<file path="src/hdl/cpc_pkg.sv">
package cpc_pkg;

  // Extra fraction bits carried by the coordinates inside the datapath.
  localparam int GUARD_BITS = 8;
  // Width of an external angle (fraction of a full turn).
  localparam int ANGLE_W = 16;
  // Width of an internal angle (fraction of a full turn, wraps modulo one turn).
  localparam int TURN_W = 32;
  // Number of arctangent entries available, which bounds the iteration count.
  localparam int ATAN_ENTRIES = 24;
  // Width of the point class code.
  localparam int CLASS_W = 3;

  // Inverse of the CORDIC gain as a 32-bit fraction (0.607252935).
  localparam logic [TURN_W-1:0] INV_GAIN = 32'd2608131496;
  localparam logic [TURN_W-1:0] HALF_TURN = 32'h8000_0000;
  // Half of one external angle step, used to round internal angles.
  localparam logic [TURN_W-1:0] ANGLE_ROUND = 32'h0000_8000;

  typedef enum logic {
    MODE_TO_POLAR = 1'b0,
    MODE_TO_CART  = 1'b1
  } cpc_mode_t;

  typedef enum logic [CLASS_W-1:0] {
    CLS_Q1     = 3'd0,
    CLS_Q2     = 3'd1,
    CLS_Q3     = 3'd2,
    CLS_Q4     = 3'd3,
    CLS_X_AXIS = 3'd4,
    CLS_Y_AXIS = 3'd5
  } cpc_class_t;

  // Control that travels with every pipeline stage.
  typedef struct packed {
    logic      vld;
    cpc_mode_t mode;
  } cpc_ctl_t;

  // atan(2^-idx) as a 32-bit fraction of a full turn.
  function automatic logic [TURN_W-1:0] atan_turn(input logic [4:0] idx);
    logic [TURN_W-1:0] val;
    case (idx)
      5'd0:    val = 32'h2000_0000;
      5'd1:    val = 32'h12E4_051E;
      5'd2:    val = 32'h09FB_385B;
      5'd3:    val = 32'h0511_11D4;
      5'd4:    val = 32'h028B_0D43;
      5'd5:    val = 32'h0145_D7E1;
      5'd6:    val = 32'h00A2_F61E;
      5'd7:    val = 32'h0051_7C55;
      5'd8:    val = 32'h0028_BE53;
      5'd9:    val = 32'h0014_5F2F;
      5'd10:   val = 32'h000A_2F98;
      5'd11:   val = 32'h0005_17CC;
      5'd12:   val = 32'h0002_8BE6;
      5'd13:   val = 32'h0001_45F3;
      5'd14:   val = 32'h0000_A2FA;
      5'd15:   val = 32'h0000_517D;
      5'd16:   val = 32'h0000_28BE;
      5'd17:   val = 32'h0000_145F;
      5'd18:   val = 32'h0000_0A30;
      5'd19:   val = 32'h0000_0518;
      5'd20:   val = 32'h0000_028C;
      5'd21:   val = 32'h0000_0146;
      5'd22:   val = 32'h0000_00A3;
      5'd23:   val = 32'h0000_0051;
      default: val = '0;
    endcase
    return val;
  endfunction

  // Quadrant or axis of a point, given the sign and zero flags of x and y.
  function automatic cpc_class_t classify(input logic x_neg, input logic x_zero,
                                          input logic y_neg, input logic y_zero);
    cpc_class_t cls;
    if (!x_zero && !y_zero) begin
      case ({x_neg, y_neg})
        2'b00:   cls = CLS_Q1;
        2'b10:   cls = CLS_Q2;
        2'b11:   cls = CLS_Q3;
        default: cls = CLS_Q4;
      endcase
    end else if (!x_zero) begin
      cls = CLS_X_AXIS;
    end else begin
      cls = CLS_Y_AXIS;
    end
    return cls;
  endfunction

endpackage

</file>
<file path="src/hdl/cpc_stage.sv">
module cpc_stage #(
  parameter int SHIFT  = 0,
  parameter int DW     = 27,
  parameter int SIDE_W = 8
) (
  input  logic                   clk,
  input  logic                   rst_n,
  input  cpc_pkg::cpc_ctl_t      up_ctl,
  input  logic signed [DW-1:0]   up_x,
  input  logic signed [DW-1:0]   up_y,
  input  logic [31:0]            up_z,
  input  logic [SIDE_W-1:0]      up_side,
  output logic                   up_ready,
  input  logic                   dn_ready,
  output cpc_pkg::cpc_ctl_t      dn_ctl,
  output logic signed [DW-1:0]   dn_x,
  output logic signed [DW-1:0]   dn_y,
  output logic [31:0]            dn_z,
  output logic [SIDE_W-1:0]      dn_side
);
  import cpc_pkg::*;

  localparam logic [TURN_W-1:0] ATAN = atan_turn(5'(SHIFT));

  cpc_ctl_t              ctl_r;
  logic signed [DW-1:0]  x_r;
  logic signed [DW-1:0]  y_r;
  logic [TURN_W-1:0]     z_r;
  logic [SIDE_W-1:0]     side_r;

  logic signed [DW-1:0]  dx;
  logic signed [DW-1:0]  dy;
  logic signed [DW-1:0]  x_nxt;
  logic signed [DW-1:0]  y_nxt;
  logic [TURN_W-1:0]     z_nxt;
  logic                  ccw;
  logic                  en;

  assign en       = !ctl_r.vld || dn_ready;
  assign up_ready = en;

  // Vectoring drives y toward zero, rotation drives the residual angle toward zero.
  assign ccw = (up_ctl.mode == MODE_TO_CART) ? !up_z[TURN_W-1] : up_y[DW-1];
  assign dx  = up_y >>> SHIFT;
  assign dy  = up_x >>> SHIFT;

  always_comb begin
    if (ccw) begin
      x_nxt = up_x - dx;
      y_nxt = up_y + dy;
      z_nxt = up_z - ATAN;
    end else begin
      x_nxt = up_x + dx;
      y_nxt = up_y - dy;
      z_nxt = up_z + ATAN;
    end
  end

  always_ff @(posedge clk) begin
    if (!rst_n) begin
      ctl_r <= '0;
    end else if (en) begin
      ctl_r <= up_ctl;
    end
  end

  always_ff @(posedge clk) begin
    if (en) begin
      x_r    <= x_nxt;
      y_r    <= y_nxt;
      z_r    <= z_nxt;
      side_r <= up_side;
    end
  end

  assign dn_ctl  = ctl_r;
  assign dn_x    = x_r;
  assign dn_y    = y_r;
  assign dn_z    = z_r;
  assign dn_side = side_r;

endmodule

</file>
<file path="config.mk">
export PLATFORM = sky130hd
export DESIGN_NAME = cpc_stage
export DESIGN_NICKNAME = d
export VERILOG_FILES = /design/src/hdl/cpc_pkg.sv /design/src/hdl/cpc_stage.sv
export SDC_FILE = /design/constraint.sdc
export NUM_CORES = 1
export LEC_CHECK = 0
export BUFFER_PORTS_ARGS = -buffer_cell sky130_fd_sc_hd__buf_2
export CORE_MARGIN = 2
export CORE_UTILIZATION = 39
export DETAILED_ROUTE_END_ITERATION = 10
export GPL_ROUTABILITY_DRIVEN = 0
export SLEW_MARGIN = 20
export SYNTH_ARGS = -nofsm -noshare
export SYNTH_HDL_FRONTEND = slang
export SYNTH_SLANG_ARGS = --single-unit
</file>
<file path="constraint.sdc">
create_clock -name clk -period 4.7 [get_ports clk]
set_clock_uncertainty 0.2 [all_clocks]
set_input_delay 0.235 -clock clk [delete_from_list [all_inputs] [get_ports clk]]
set_output_delay 0.235 -clock clk [all_outputs]
set_load 0.03 [all_outputs]
</file>
After elaboration in Yosys (flattened, before gate mapping)
Index checks and enable logic that the tools add are counted.
{ "word_totals": {"elab_cells": 18, "output_inout_bits": 97, "reg_bits": 96, "inputBits": 99} }
{ "op_classes": {"n_addsub": 5, "reduce_logical": 3, "muxes": 4} }
{ "op_table": {"columns": ["op", "count"], "rows": [
  ["27-bit 2-to-1 mux", 2],
  ["27-bit subtractor", 2],
  ["32-bit by 30-bit adder with 32-bit output, second input constant", 1],
  ["32-bit 2-to-1 mux", 1],
  ["32-bit by 30-bit subtractor with 32-bit output, second input constant", 1],
  ["27-bit adder", 1],
  ["1-bit logical NOT", 2],
  ["1-bit logical OR", 1],
  ["1-bit 2-to-1 mux", 1]
]} }

Depth between registers and ports, before layout
{ "logic_depth": {"word_depth": 3, "mapped_depth": 13, "ltp_nobuf": 12} }

Worst setup path before layout
No wires, ideal clock.
{ "synth_path": {"path_kind": "register to register", "from": "register ctl_r, in the netlist dn_ctl[1]", "to": "register ctl_r, in the netlist dn_ctl[1]", "period_less_slack_ns": 3.592, "n_path_buf": 0, "required_ns": 4.232, "arrival_ns": 3.124, "setup_slack_ns": 1.108, "path_stages_with_launch": 3, "setup_time_ns": 0.268, "cell_sequence": "dfxtp_1 -> nand2b_1 -> a21boi_0"} }
{ "synth_between": {"elab_chain_cells": 2} }
{ "synth_rtl": {"columns": ["element", "line", "source"], "rows": [
  ["from (decl)", "cpc_stage.sv:25", "cpc_ctl_t ctl_r;"],
  ["from (signal assigned)", "cpc_stage.sv:63", "ctl_r <= up_ctl;"],
  ["1-bit logical NOT", "cpc_stage.sv:39", "assign en = !ctl_r.vld || dn_ready;"],
  ["1-bit logical OR", "cpc_stage.sv:39", null],
  ["via up_ready", "cpc_stage.sv:13", "output logic up_ready,"]
]} }
The timed path passes the listed nets, and every way through them passes these cells.
A chain may end at the register's enable or synchronous reset.

Worst setup path in the final report
{ "layout_path": {"from": "input up_x[0]", "to": "register x_r[20], in the netlist dn_x[20] (data pin)"} }
{ "layout_between": {"elab_chain_cells": 2, "elab_cells_between_ends": 3, "classes_between": "add/sub: 2; mux: 1"} }
{ "layout_rtl": {"columns": ["element", "line", "source"], "rows": [
  ["from (decl)", "cpc_stage.sv:9", "input logic signed [DW-1:0] up_x,"],
  ["27-bit adder or 27-bit subtractor (tied branches)", "cpc_stage.sv:53, cpc_stage.sv:49", null],
  ["27-bit 2-to-1 mux (*)", "cpc_stage.sv:48", "if (ccw) begin"],
  ["via x_nxt[20]", "cpc_stage.sv:33", "logic signed [DW-1:0] x_nxt;"],
  ["to (signal assigned)", "cpc_stage.sv:69", "x_r <= x_nxt;"],
  ["to (decl)", "cpc_stage.sv:26", "logic signed [DW-1:0] x_r;"]
]} }
Mark *: on every way through the listed nets, which the timed path passes. The rest lies on a longest branch.

==> run metrics <==
Layout area overhead=24.4%; cts repair resizes=0; cell area after synthesis=0.00745 mm^2; GR met3 Demand/Resource=3.77%; CP Cell Sequence=buf_2 > ha_1 > fa_1 > nor2b_1 > o21ai_1 > a21oi_1 > a211o_2 > a311o_1 > a21bo_1 > a211oi_2 > o21ai_1 > xnor2_1; share of cells above drive strength 1=23.2%; ys async rst share=0%; reg2reg end=dn_ctl[0]; FF-to-FF path depth=4; number of synthesized flops with an enable pin=93; sequential area share after synthesis=38.0%; slew at the pin closest to its max-slew limit=919 ps; vias in the first global route=6218; H-tree depth=3; die area=0.0202 mm^2; IO Pins=196; largest net degree at the start of global routing=69; top cells by count, synth=edfxtp_1, nor2_1, a21oi_1, ha_1, inv_1; yosys warns=0; antenna fix cells=0; post-synth top area cell=edfxtp_1; Avg WL per Cell=17.6 um; crit path from=up_x[0]; PortBufs=195; slowest CP cell=a311o_1; final net count=1196; fill count=1772; Avg Vias per Cell=5.40; Mapped Nets=980; post-synth top area share=37.5%; site row count=50; Total GRT Usage=21.3%; R2R Setup Slk=2580 ps; Final Setup Violations=0; Hold Violations, Final=0; Syn Area/Cell=9.32 um^2; area of the core=0.0187 mm^2; initial cell density of the core=39.8%; crit path to=dn_x[20]; Root Driver=clkbuf_16; Worst-Skew Late Latency=330 ps; GRT overflow=0; pwr dens=331 mW/mm^2; RR Startpoint=dn_ctl[1]; status=finished clean; top cells by area, synth=edfxtp_1, ha_1, a21oi_1; Seq pwr share=37.4%; fmax=320 MHz; grt met2 use=33.7%; Cell variety after synth=72; Die X=142 um; Net Sw Frac=38.7%; post-route setup TNS=0 ps; Post-DP Area=0.00858 mm^2; Slew Viols, Final=0; Top FF cell, synth=edfxtp_1; critical path arrival=2990 ps; Cell Int Power=1.88 mW; RSZ-0062 raised after global routing=false; critical setup path kind=primary input to flip-flop; TritonCTS Sinks=95; crit-path max cell delay=430 ps; clk buf depth=2; initial antenna violation count=0; CTS tree=yes; Worst IR Drop VDD=0.000187 V; Residual DRC=0; first drt pass iteration count=5; final WL=22.1 mm; hold crit path type=primary input to flip-flop; most frequent cell after synthesis=edfxtp_1; Via Count=6768; Post-Synthesis Cells=799; Post-Layout Inst Area=0.00927 mm^2; clk slew on worst S/H paths=70 ps; Detail Route Antenna Nets=0; Synth Register Bits=95; Worst Path Required=4570 ps; combinational fraction of design power=39.4%; Psw=1.19 mW; M1 GR Usage=30.5%; first-pass GRT wire length=34.2 mm; DR iter-0 viols=694; TritonCTS Buffers=9; CP Max Fanout=6; Max transition margin=38.7%; clock power share=23.2%; busiest grt layer=met2; final period utilization=66.4%; most common cell type on the critical path=o21ai_1; Tmin final=3120 ps; capturing element type of the critical path=flip-flop; CP startpoint kind=primary input; Die Ht=142 um; Detail Placement HPWL=17.1 mm; Max Cap Viol=0; P_leak=4.17 nW
## worst max-delay path: cells and delay by family
| kind | cells | cell delay (ps) |
|---|---|---|
| compound gates | 7 | 1650 |
| xor+xnor | 1 | 160 |
| fa+ha+maj | 2 | 640 |
| buf+inv | 1 | 120 |
| simple gates | 1 | 170 |
## metrics by stage
stage               hold WS, ps  power [mW]  setup slack [ps]  utilization [%]  instances
global placement            211        2.33              1360             45.8       1198
global route               24.6        3.22              1370             49.5       1254
floorplan                   134        1.98              1110                -        799
detailed placement          214        2.34              1290             45.8       1198
finish                     12.5        3.07              1580             49.5       1254
CTS                        3.66        3.08              1620             49.5       1254
## worst min-delay path by stage
stage | from | end | slack, ps | depth (start not counted)
6_report | up_ctl[0] | dn_ctl[0] | 10 | 3
5_1_grt | up_ctl[0] | dn_ctl[0] | 20 | 3
4_1_cts | up_ctl[0] | dn_ctl[0] | 4 | 3
3_5_place_dp | up_z[24] | dn_z[24] | 210 | 1
3_3_place_gp | up_side[5] | dn_side[5] | 210 | 1
2_1_floorplan | up_side[0] | dn_side[0] | 130 | 0
## layout make-up
| cell class | count | area, um^2 | share of cell area (%) |
|---|---|---|---|
| clock inverters | 6 | 52.6 | 0.567 |
| well taps | 234 | 293 | 3.16 |
| multi-input cells | 585 | 4120 | 44.4 |
| inverters | 85 | 327 | 3.52 |
| flip-flops and latches | 95 | 2830 | 30.6 |
| repair buffers | 239 | 1410 | 15.2 |
| clock buffers | 10 | 239 | 2.58 |
## repair_timing
action,in CTS,in global routing
setup endpoints to repair,0,0
hold endpoints to repair,40,0
setup buffers,0,0
hold buffers,40,0
## registers in the layout, indices dropped and copies added (netlist names)
name	flops
dn_z	32
dn_y	27
dn_x	26
dn_side	8
dn_ctl	2
## routing by layer
metal  up-vias  share of wire (%)
met1      3118                 47
met5         -                  0
li1       3272                  -
met3        26                8.0
met4         0                1.6
met2       352                 44
## power groups by stage
| stage | combinational (mW) | clock [mW] | sequential, mW |
|---|---|---|---|
| detailed placement | 1.17 | 0 | 1.17 |
| floorplan | 0.521 | 0 | 1.46 |
| global placement | 1.17 | 0 | 1.16 |
| CTS | 1.20 | 0.729 | 1.15 |
| finish | 1.21 | 0.711 | 1.15 |
| global route | 1.30 | 0.758 | 1.16 |
## cell families after synthesis
family	after synthesis	share of synthesized area [%]
muxes	9	1.23
adders and majority gates	82	14.2
xor gates and xnor gates	53	6.23
buffers and inverters	119	6.80
AOI/OAI and AO/OA	245	21.3
and+or+nand+nor	196	12.2
DFF	95	38.0
## placed cells by master (no fill, tap or decap), types with 5 or more instances in the layout
cell type	count
nand2b_1	9
buf_2	195
clkbuf_16	9
and3_1	5
nor4_1	5
a21o_1	15
inv_1	77
nand2_1	40
o211ai_1	9
a31oi_1	7
edfxtp_1	93
nand3_1	5
o21ai_1	8
ha_1	78
nor2_1	82
a211oi_1	12
o21a_1	6
a21oi_1	79
o21ai_0	49
xnor2_1	44
nor2b_1	11
mux2i_1	8
o21bai_1	11
o31ai_1	6
dlygate4sd3_1	40
xor2_1	9
nor3_1	19
Note: power is estimated with default switching activity, not from simulation.
