--- config.mk ---
export PLATFORM = sky130hd
export DESIGN_NAME = cpc_gain
export DESIGN_NICKNAME = d
export VERILOG_FILES = /design/src/hdl/cpc_pkg.sv /design/src/hdl/cpc_gain.sv
export SDC_FILE = /design/constraint.sdc
export NUM_CORES = 1
export LEC_CHECK = 0
export BUFFER_PORTS_ARGS = -buffer_cell sky130_fd_sc_hd__buf_2
export CORE_ASPECT_RATIO = 0.9
export CORE_MARGIN = 2
export CORE_UTILIZATION = 40
export DETAILED_ROUTE_END_ITERATION = 8
export PLACE_DENSITY = 0.63
export SYNTH_ARGS = -nofsm -noshare
export SYNTH_HDL_FRONTEND = slang
export SYNTH_SLANG_ARGS = --single-unit
--- constraint.sdc ---
create_clock -name clk -period 7.5 [get_ports clk]
set_input_delay 0 -clock clk [delete_from_list [all_inputs] [get_ports clk]]
set_output_delay 0 -clock clk [all_outputs]
set_load 0.02 [all_outputs]
--- src/hdl/cpc_pkg.sv ---
package cpc_pkg;

  // Extra fraction bits carried by the coordinates inside the datapath.
  localparam int GUARD_BITS = 8;
  // Width of an external angle (fraction of a full turn).
  localparam int ANGLE_W = 16;
  // Width of an internal angle (fraction of a full turn, wraps modulo one turn).
  localparam int TURN_W = 32;
  // Number of arctangent entries available, which bounds the iteration count.
  localparam int ATAN_ENTRIES = 24;
  // Width of the point class code.
  localparam int CLASS_W = 3;

  // Inverse of the CORDIC gain as a 32-bit fraction (0.607252935).
  localparam logic [TURN_W-1:0] INV_GAIN = 32'd2608131496;
  localparam logic [TURN_W-1:0] HALF_TURN = 32'h8000_0000;
  // Half of one external angle step, used to round internal angles.
  localparam logic [TURN_W-1:0] ANGLE_ROUND = 32'h0000_8000;

  typedef enum logic {
    MODE_TO_POLAR = 1'b0,
    MODE_TO_CART  = 1'b1
  } cpc_mode_t;

  typedef enum logic [CLASS_W-1:0] {
    CLS_Q1     = 3'd0,
    CLS_Q2     = 3'd1,
    CLS_Q3     = 3'd2,
    CLS_Q4     = 3'd3,
    CLS_X_AXIS = 3'd4,
    CLS_Y_AXIS = 3'd5
  } cpc_class_t;

  // Control that travels with every pipeline stage.
  typedef struct packed {
    logic      vld;
    cpc_mode_t mode;
  } cpc_ctl_t;

  // atan(2^-idx) as a 32-bit fraction of a full turn.
  function automatic logic [TURN_W-1:0] atan_turn(input logic [4:0] idx);
    logic [TURN_W-1:0] val;
    case (idx)
      5'd0:    val = 32'h2000_0000;
      5'd1:    val = 32'h12E4_051E;
      5'd2:    val = 32'h09FB_385B;
      5'd3:    val = 32'h0511_11D4;
      5'd4:    val = 32'h028B_0D43;
      5'd5:    val = 32'h0145_D7E1;
      5'd6:    val = 32'h00A2_F61E;
      5'd7:    val = 32'h0051_7C55;
      5'd8:    val = 32'h0028_BE53;
      5'd9:    val = 32'h0014_5F2F;
      5'd10:   val = 32'h000A_2F98;
      5'd11:   val = 32'h0005_17CC;
      5'd12:   val = 32'h0002_8BE6;
      5'd13:   val = 32'h0001_45F3;
      5'd14:   val = 32'h0000_A2FA;
      5'd15:   val = 32'h0000_517D;
      5'd16:   val = 32'h0000_28BE;
      5'd17:   val = 32'h0000_145F;
      5'd18:   val = 32'h0000_0A30;
      5'd19:   val = 32'h0000_0518;
      5'd20:   val = 32'h0000_028C;
      5'd21:   val = 32'h0000_0146;
      5'd22:   val = 32'h0000_00A3;
      5'd23:   val = 32'h0000_0051;
      default: val = '0;
    endcase
    return val;
  endfunction

  // Quadrant or axis of a point, given the sign and zero flags of x and y.
  function automatic cpc_class_t classify(input logic x_neg, input logic x_zero,
                                          input logic y_neg, input logic y_zero);
    cpc_class_t cls;
    if (!x_zero && !y_zero) begin
      case ({x_neg, y_neg})
        2'b00:   cls = CLS_Q1;
        2'b10:   cls = CLS_Q2;
        2'b11:   cls = CLS_Q3;
        default: cls = CLS_Q4;
      endcase
    end else if (!x_zero) begin
      cls = CLS_X_AXIS;
    end else begin
      cls = CLS_Y_AXIS;
    end
    return cls;
  endfunction

endpackage

--- src/hdl/cpc_gain.sv ---
module cpc_gain #(
  parameter int IW     = 23,
  parameter int SIDE_W = 8
) (
  input  logic                clk,
  input  logic                rst_n,
  input  cpc_pkg::cpc_ctl_t   up_ctl,
  input  logic [IW-1:0]       up_mag,
  input  logic [SIDE_W-1:0]   up_side,
  output logic                up_ready,
  input  logic                dn_ready,
  output cpc_pkg::cpc_ctl_t   dn_ctl,
  output logic [IW-1:0]       dn_mag,
  output logic [SIDE_W-1:0]   dn_side
);
  import cpc_pkg::*;

  localparam int HW = TURN_W / 2;
  localparam int PW = IW + HW;
  localparam int SW = IW + TURN_W + 1;
  localparam logic [HW-1:0] INV_HI = INV_GAIN[TURN_W-1:HW];
  localparam logic [HW-1:0] INV_LO = INV_GAIN[HW-1:0];
  localparam logic [SW-1:0] RND = SW'(HALF_TURN);

  // The 32-bit constant is split in halves so that each multiply stays narrow.
  cpc_ctl_t          ctl_a_r;
  logic [PW-1:0]     hi_a_r;
  logic [PW-1:0]     lo_a_r;
  logic [SIDE_W-1:0] side_a_r;
  cpc_ctl_t          ctl_b_r;
  logic [IW-1:0]     mag_b_r;
  logic [SIDE_W-1:0] side_b_r;

  logic [PW-1:0] hi_nxt;
  logic [PW-1:0] lo_nxt;
  logic [SW-1:0] sum;
  logic [IW-1:0] mag_nxt;
  logic          en_a;
  logic          en_b;

  assign en_b     = !ctl_b_r.vld || dn_ready;
  assign en_a     = !ctl_a_r.vld || en_b;
  assign up_ready = en_a;

  assign hi_nxt  = PW'(up_mag) * PW'(INV_HI);
  assign lo_nxt  = PW'(up_mag) * PW'(INV_LO);
  assign sum     = {1'b0, hi_a_r, {HW{1'b0}}} + SW'(lo_a_r) + RND;
  assign mag_nxt = sum[IW+TURN_W-1:TURN_W];

  always_ff @(posedge clk) begin
    if (!rst_n) begin
      ctl_a_r <= '0;
      ctl_b_r <= '0;
    end else begin
      if (en_a) begin
        ctl_a_r <= up_ctl;
      end
      if (en_b) begin
        ctl_b_r <= ctl_a_r;
      end
    end
  end

  always_ff @(posedge clk) begin
    if (en_a) begin
      hi_a_r   <= hi_nxt;
      lo_a_r   <= lo_nxt;
      side_a_r <= up_side;
    end
    if (en_b) begin
      mag_b_r  <= mag_nxt;
      side_b_r <= side_a_r;
    end
  end

  assign dn_ctl  = ctl_b_r;
  assign dn_mag  = mag_b_r;
  assign dn_side = side_b_r;

endmodule

After elaboration in Yosys (flattened, before gate mapping)
Index checks and enable logic that the tools add are counted.
- flip-flop bits (word level): 116
- latch bits: 0
- memory bits (writable): 0
- bits in read-only memories: 0
- word-level logic and storage cells: 17
- memories: 0
- add/subtract/negate cells: 2
- multipliers: 2
- div/mod/pow operators: 0
- order comparisons: 0
- eq/ne operators: 0
- shifts and indexed selects: 0
- multiplexer cells: 0
- bitwise operators: 0
- reduce and logical (&&, ||, !) cells: 4
- operators with widths (cell ; number):
    55-bit by 32-bit adder with 55-bit output, second input constant ; 1
    55-bit by 39-bit adder with 55-bit output ; 1
    23-bit by 14-bit multiplier with 37-bit output, second input constant ; 1
    23-bit by 13-bit multiplier with 36-bit output, second input constant ; 1
    1-bit logical NOT ; 2
    1-bit logical OR ; 2

Longest topological paths before layout
Gate-level depths: netlist of the first run.
- depth in word-level cells: 3
- depth in mapped cells: 23
- mapped depth without buffers: 22

Worst setup path before layout of the first run
OpenSTA, ideal clock, no wires.
- path type: input -> register
- from: in up_mag[6]
- to: reg hi_a_r[37] (data pin)
- library setup time: 258 ps
- arrival time: 4942 ps
- slack: 2301 ps
- cell stages on the path: 22
- path buffers: 0
- cells stage by stage: inv_1 > fa_1 > inv_1 > ha_1 > inv_1 > fa_1 > fa_1 > inv_1 > fa_1 > inv_1 > fa_1 > inv_1 > ha_1 > nand2_1 > nor3_1 > a21oi_2 > a22oi_2 > a31oi_2 > o311ai_1 > a31o_1 > a21oi_1 > xnor2_1
- word-level cells in the longest chain between the ends: 1
- RTL lines (what ; RTL line ; source):
    start, declared ; cpc_gain.sv:8 ; input logic [IW-1:0] up_mag,
    23-bit by 14-bit multiplier with 37-bit output ; cpc_gain.sv:45 ; assign hi_nxt = PW'(up_mag) * PW'(INV_HI);
    via hi_nxt[37] ; cpc_gain.sv:34 ; logic [PW-1:0] hi_nxt;
    end signal, assigned ; cpc_gain.sv:66 ; hi_a_r <= hi_nxt;
    end, declared ; cpc_gain.sv:27 ; logic [PW-1:0] hi_a_r;
The timed path passes the listed nets, and every way through them passes these cells.
A chain may end at the register's enable or synchronous reset.

Worst setup path after layout of the first run
- from: in up_mag[10]
- to: reg hi_a_r[34] (data pin)
Same word-level chain as after synthesis.

==> results.py, run 1 <==
metrics = {
    "cts": {
        "clk_latency_ns": 0.35,
        "cts_sinks": 101,
        "ctsHoldBuffers": 12,
        "cts_resized": 0,
        "cts_setup_buffers": 0,
        "numCtsBuffers": 9,
        "cts_root_buf": "clkbuf_16",
        "cts_max_level": 3,
        "clk_path_buf_depth": 2,
        "cts_tree": "yes",
        "clk_pin_slew_ns": 0.08,
    },
    "synthesis": {
        "seq_area_frac_synth_pct": 19.63,
        "synth_edf_count": 97,
        "syn_area_sq_um": 15250,
        "syn_nets": 1943,
        "async_flop_share_pct": 0,
        "syn_area_per_cell_sq_um": 10.85,
        "yosysUniqueCellTypes": 64,
        "netlist.area_leader.share_pct": 29.80,
        "yosys_warnings": 0,
        "synthFlopType": "edfxtp_1",
        "synthTopCellsByArea": "fa_1 (30%), ha_1 (23%), edfxtp_1 (19%), inv_1 (8.8%), xnor2_1 (3.0%)",
        "synth_seq_cells": 101,
        "synth.largest_area_cell": "fa_1",
        "synthCells": 1405,
    },
    "routing": {
        "totalWireLength_mm": 36.03,
        "avgViaCountPerCell": 4.988,
        "antenna_left": 0,
        "drt-initial-drc-count": 606,
        "vias": 9881,
        "drt_first_pass_iters": 5,
        "drc": 0,
        "wire_per_inst_um": 18.19,
    },
    "run_status": {
        "status": "completed",
    },
    "floorplan": {
        "core_sq_um": 37390,
        "row_count": 67,
        "start_util_pct": 40.79,
        "fp.dieW_um": 209.8,
        "die_area_sq_um": 39700,
        "io_pins": 70,
        "die_h_um": 189.2,
    },
    "sta": {
        "fin_ws_ns": 1.939,
        "slew_headroom_pct": 18.74,
        "fin_crit_ns": 5.561,
        "fmax_mhz": 179.8,
        "fin_crit_sh_pct": 74.15,
        "fin_tns_setup_ns": 0,
        "setup_violations": 0,
        "finalMaxSlewViolations": 0,
        "tightestPinTransition_ns": 1.218,
        "worst_hold_slack_ns": 0.04849,
        "hold_viol": 0,
        "skew_ns": 0.01723,
        "rsz0062_at_grt": "false",
    },
    "final_layout": {
        "final_nets": 2031,
        "mostFrequentLayoutCells": "inv_1 (357), ha_1 (275), fa_1 (227), edfxtp_1 (97), buf_2 (69)",
        "regArea_sq_um": 2993,
        "final.fill_count": 3551,
        "multi_input_area_sq_um": 10900,
        "diodes": 0,
        "area_delta_synth_final_pct": 8.820,
        "final_common_cell": "inv_1",
        "final_layout_size_suffix_gt1_share_pct": 7.210,
    },
    "worst_hold_path": {
        "hold_class": "in -> reg",
    },
    "worst_setup_path": {
        "cpMaxStageDelayCell": "fa_1",
        "cp-start-kind": "primary input",
        "path_max_fanout": 7,
        "critPathCaptureType": "register",
        "arrival_ns": 5.66,
        "path_common_cell": "fa_1",
        "crit_type": "in -> reg",
        "cpPeakStageDelay_ns": 0.60,
        "cp_cell_sequence": "buf_2 -> inv_1 -> fa_1 -> inv_1 -> ha_1 -> fa_1 -> fa_1 -> fa_1 -> inv_1 -> fa_1 -> inv_1 -> ha_1 -> a21oi_1 -> o21ai_0 -> a22oi_1 -> a21oi_2 -> o311ai_1 -> o211ai_1 -> a21oi_1 -> o21ai_1 -> xor2_1",
        "worstPathRequired_ns": 7.60,
    },
    "placed_design": {
        "gp_congestion": 0.9588,
        "dp_slack_ns": 1.630,
        "port_buffers": 69,
        "dpl.hpwl_mm": 31.92,
    },
    "global_routing": {
        "grtUsageTotal_pct": 19.23,
        "grt_start_max_net_pins": 42,
        "grt_pass1_vias": 10540,
        "grt-ovfl-total": 0,
        "grt_antenna_before_repair": 0,
        "grt_pass1_wl_mm": 58.31,
    },
    "run": {
        "drv_cap": 0,
    },
}
==> layout make-up <==
class                   instances  share of cell area (%)
clock buffers                  10                   1.380
clock inverters                 6                  0.3393
well taps                     483                   3.642
repair buffers                 82                   2.850
flip-flops and latches        101                   18.04
multi-input cells             942                   65.68
inverters                     357                   8.075
==> through the flow <==
step           util (%)  instances  cell area, sq um
5_1_grt           44.38       1981             16590
4_1_cts           44.38       1981             16590
6_report          44.38       1981             16590
3_3_place_gp      43.30       1953             16190
3_5_place_dp      43.30       1953             16190
2_1_floorplan         -       1405             15250
==> flip-flops by register name (all words and copies together), names as in the netlist <==
| name | cells |
|---|---|
| dn_ctl | 2 |
| hi_a_r | 34 |
| dn_mag | 23 |
| lo_a_r | 24 |
| ctl_a_r | 2 |
| side_a_r | 8 |
| dn_side | 8 |
==> layer usage <==
metal  wire (um)  up-vias  share of wire (%)  track usage, %
li1            -     4744                  -               -
met5           0        -                  0               0
met3        2718       35                7.5           4.495
met1       17400     4850                 48           27.79
met4         577        0                1.6           4.255
met2       15330      252                 43           29.39
==> logic make-up after synthesis <==
kind of cell / share of synthesized area, %
AOI/OAI and AO/OA: 8.221
and+or+nand+nor: 5.924
muxes: 0.06564
DFF: 19.63
buffers and inverters: 8.919
xor gates and xnor gates: 4.882
adders and majority gates: 52.36
==> critical path, delay by kind of cell <==
| kind | cells | cell delay (ns) |
|---|---|---|
| compound gates | 8 | 1.61 |
| buf+inv | 5 | 0.59 |
| xor+xnor | 1 | 0.16 |
| fa+ha+maj | 7 | 3.29 |
==> worst paths after layout <==
| path | startpoint | to | slack (ns) | cells past startpoint |
|---|---|---|---|---|
| worst min-delay path | dn_ready | dn_ctl[1]$_SDFFE_PN0P_ | 0.05 | 3 |
| worst max register to register | hi_a_r[10]$_DFFE_PP_ | dn_mag[22]$_DFFE_PP_ | 4.34 | 11 |
| worst min register to register | side_a_r[4]$_DFFE_PP_ | dn_side[4]$_DFFE_PP_ | 0.42 | 0 |
| worst max-delay path | up_mag[10] | hi_a_r[34]$_DFFE_PP_ | 1.94 | 21 |
==> cell usage after synthesis, types with 8 or more instances <==
cell type,instances
nand4_1,14
o21ai_0,22
nor2_1,42
ha_1,275
nand2_1,37
a21o_1,37
xor2_1,33
fa_1,227
and2_1,8
edfxtp_1,97
a21oi_1,59
xnor2_1,52
nor3_1,14
nor2b_1,8
nand3_1,18
inv_1,357
o21ai_1,11
Power of run 1 is left out: the tool's default activity adds up to more than one toggle a clock period on the data nets, which glitch-free logic cannot reach.
==> inputs of run 2 (changes only) <==
- PLACE_DENSITY: 0.63 -> 0.65
- clock period: 7.5 -> 4.8 ns (I/O delays scaled with it)
==> run 2 against run 1 <==
  * The run now ends with setup timing left
  * Critical path depth is 1 higher
  * First-iteration DRC count is 20% lower
  * Non-clock buffer count is 332 higher
  * Core utilization up 9.4 points
  * Count of clock-buffer cells in the layout is the same
  * Final area is 21% higher
  * Critical path type unchanged
  * Highest routed layer is now met5
==> results.py, run 2 (same netlist as run 1, synthesis figures left out) <==
metrics = {
    "run_status": {
        "status": "finished, violations left",
        "violations": "setup timing",
    },
    "routing": {
        "drt_first_pass_iters": 5,
        "wire_per_inst_um": 17.34,
        "totalWireLength_mm": 40.11,
        "antenna_left": 0,
        "drc": 0,
        "avgViaCountPerCell": 4.818,
        "vias": 11150,
        "drt-initial-drc-count": 482,
    },
    "cts": {
        "cts_max_level": 3,
        "clk_latency_ns": 0.35,
        "cts_sinks": 101,
        "clk_path_buf_depth": 2,
        "cts_root_buf": "clkbuf_16",
        "cts_tree": "yes",
        "numCtsBuffers": 9,
        "clk_pin_slew_ns": 0.07,
    },
    "sta": {
        "rsz0062_at_grt": "true",
        "fin_crit_ns": 5.028,
        "slew_headroom_pct": 20.49,
        "tightestPinTransition_ns": 1.191,
        "finalMaxSlewViolations": 0,
        "hold_viol": 0,
        "fin_ws_ns": -0.2283,
        "fin_crit_sh_pct": 104.8,
        "fmax_mhz": 198.9,
        "skew_ns": 0.01175,
        "fin_tns_setup_ns": -1.260,
        "setup_violations": 12,
    },
    "floorplan": {
        "core_sq_um": 37390,
        "row_count": 67,
        "fp.dieW_um": 209.8,
        "die_h_um": 189.2,
        "io_pins": 70,
        "start_util_pct": 40.79,
        "die_area_sq_um": 39700,
    },
    "worst_hold_path": {
        "min_to": "dn_ctl[1]$_SDFFE_PN0P_",
        "hold_class": "in -> reg",
        "min_path_cells": 3,
        "hp-start": "dn_ready",
    },
    "worst_setup_path": {
        "cpPeakStageDelay_ns": 0.59,
        "crit_type": "in -> reg",
        "r2r-start": "lo_a_r[21]$_DFFE_PP_",
        "cpMaxStageDelayCell": "fa_1",
        "regToRegSetupSlack_ns": 1.60,
        "critPathCaptureType": "register",
        "path_delay_family": "adder cells",
        "cp-start-kind": "primary input",
        "cp_cell_sequence": "buf_8 -> clkinvlp_4 -> buf_6 -> fa_1 -> inv_2 -> ha_4 -> fa_1 -> inv_2 -> fa_1 -> fa_1 -> inv_2 -> fa_1 -> ha_4 -> a21o_1 -> a21o_1 -> a21o_1 -> buf_6 -> nor3_4 -> o21ai_2 -> a21o_1 -> a211o_1 -> xor2_1",
        "r2r-end": "dn_mag[22]$_DFFE_PP_",
        "arrival_ns": 5.13,
        "crit_buf_inv": 7,
        "path_common_cell": "fa_1",
        "path_max_fanout": 3,
        "worstPathRequired_ns": 4.90,
        "r2r_cells": 11,
    },
    "final_layout": {
        "largest_register_ffs": 34,
        "diodes": 0,
        "regMostFlops": "hi_a_r",
        "final.fill_count": 3264,
        "mostFrequentLayoutCells": "inv_1 (319), buf_4 (319), ha_1 (240), fa_1 (217), edfxtp_1 (97)",
        "final_nets": 2363,
        "final_layout_size_suffix_gt1_share_pct": 31.91,
        "regArea_sq_um": 2993,
        "area_delta_synth_final_pct": 31.79,
        "multi_input_area_sq_um": 11710,
    },
    "global_routing": {
        "grt_start_max_net_pins": 57,
        "grt_pass1_wl_mm": 63.44,
        "grtUsageTotal_pct": 20.82,
        "grt_antenna_before_repair": 1,
        "grt_pass1_vias": 12130,
        "grt-ovfl-total": 0,
    },
    "placed_design": {
        "gp_congestion": 0.9537,
        "port_buffers": 69,
        "dpl.hpwl_mm": 35.28,
    },
    "run": {
        "drv_cap": 0,
    },
}
==> run 2: cell types whose count changed in the layout (fill, tap and decap cells not counted), moves of 17 or more <==
cell	delta
a21oi_2	+20
ha_1	-35
buf_4	+318
ha_4	+31
a21oi_1	-22
inv_1	-38
buf_6	+17
inv_2	+31
==> run 2: worst min-delay path, delay by kind of cell <==
family	cells	cell delay (ns)
compound gates	1	0.19
buf+inv	1	0.07
simple gates	1	0.10
==> run 2: how the worst max path moves through the flow <==
stage | start | end | cells past startpoint
after floorplan | up_mag[16] | hi_a_r[36]$_DFFE_PP_ | 19
final | up_mag[16] | hi_a_r[36]$_DFFE_PP_ | 22
after global placement | up_mag[8] | hi_a_r[34]$_DFFE_PP_ | 22
after CTS | up_mag[8] | hi_a_r[38]$_DFFE_PP_ | 23
after global routing | up_mag[16] | hi_a_r[36]$_DFFE_PP_ | 22
after detailed placement | up_mag[8] | hi_a_r[34]$_DFFE_PP_ | 22
==> run 2: layout make-up <==
type	count	area share, %
Clock inverter	6	0.3922
Tap cell	483	3.007
Inverter	357	6.786
Sequential cell	101	14.89
Clock buffer	10	1.139
Timing Repair Buffer	414	15.55
Multi-Input combinational cell	942	58.24
==> run 2: through the flow <==
step / worst slack, ns / area (sq um) / hold slack, ns / cells / utilization [%]
2_1_floorplan: -0.1758 / 15470 / 0.09887 / 1405 / -
3_3_place_gp: -0.5805 / 18640 / 0.1768 / 2245 / 49.86
3_5_place_dp: -0.6609 / 18640 / 0.1791 / 2245 / 49.86
4_1_cts: -0.2257 / 19550 / 0.03568 / 2297 / 52.28
5_1_grt: -0.3704 / 20100 / 0.08003 / 2313 / 53.75
6_report: -0.2283 / 20100 / 0.05704 / 2313 / 53.75
==> run 2: layer usage <==
layer,GRT usage (%),up-vias,wire [um]
li1,-,5421,-
met1,29.72,5496,19590
met2,33.44,194,18090
met3,3.732,32,1890
met4,4.037,2,516
met5,0,-,12
==> run 2: repair_timing <==
| item | CTS | global route |
|---|---|---|
| endpoints found under the setup margin | 26 | 34 |
| hold buffers | 11 | 0 |
| endpoints found under the hold margin | 12 | 0 |
| pin swaps | 67 | 104 |
| buffers inserted | 25 | 18 |
| resized for setup | 67 | 99 |
Power of run 2 is left out for the same reason.
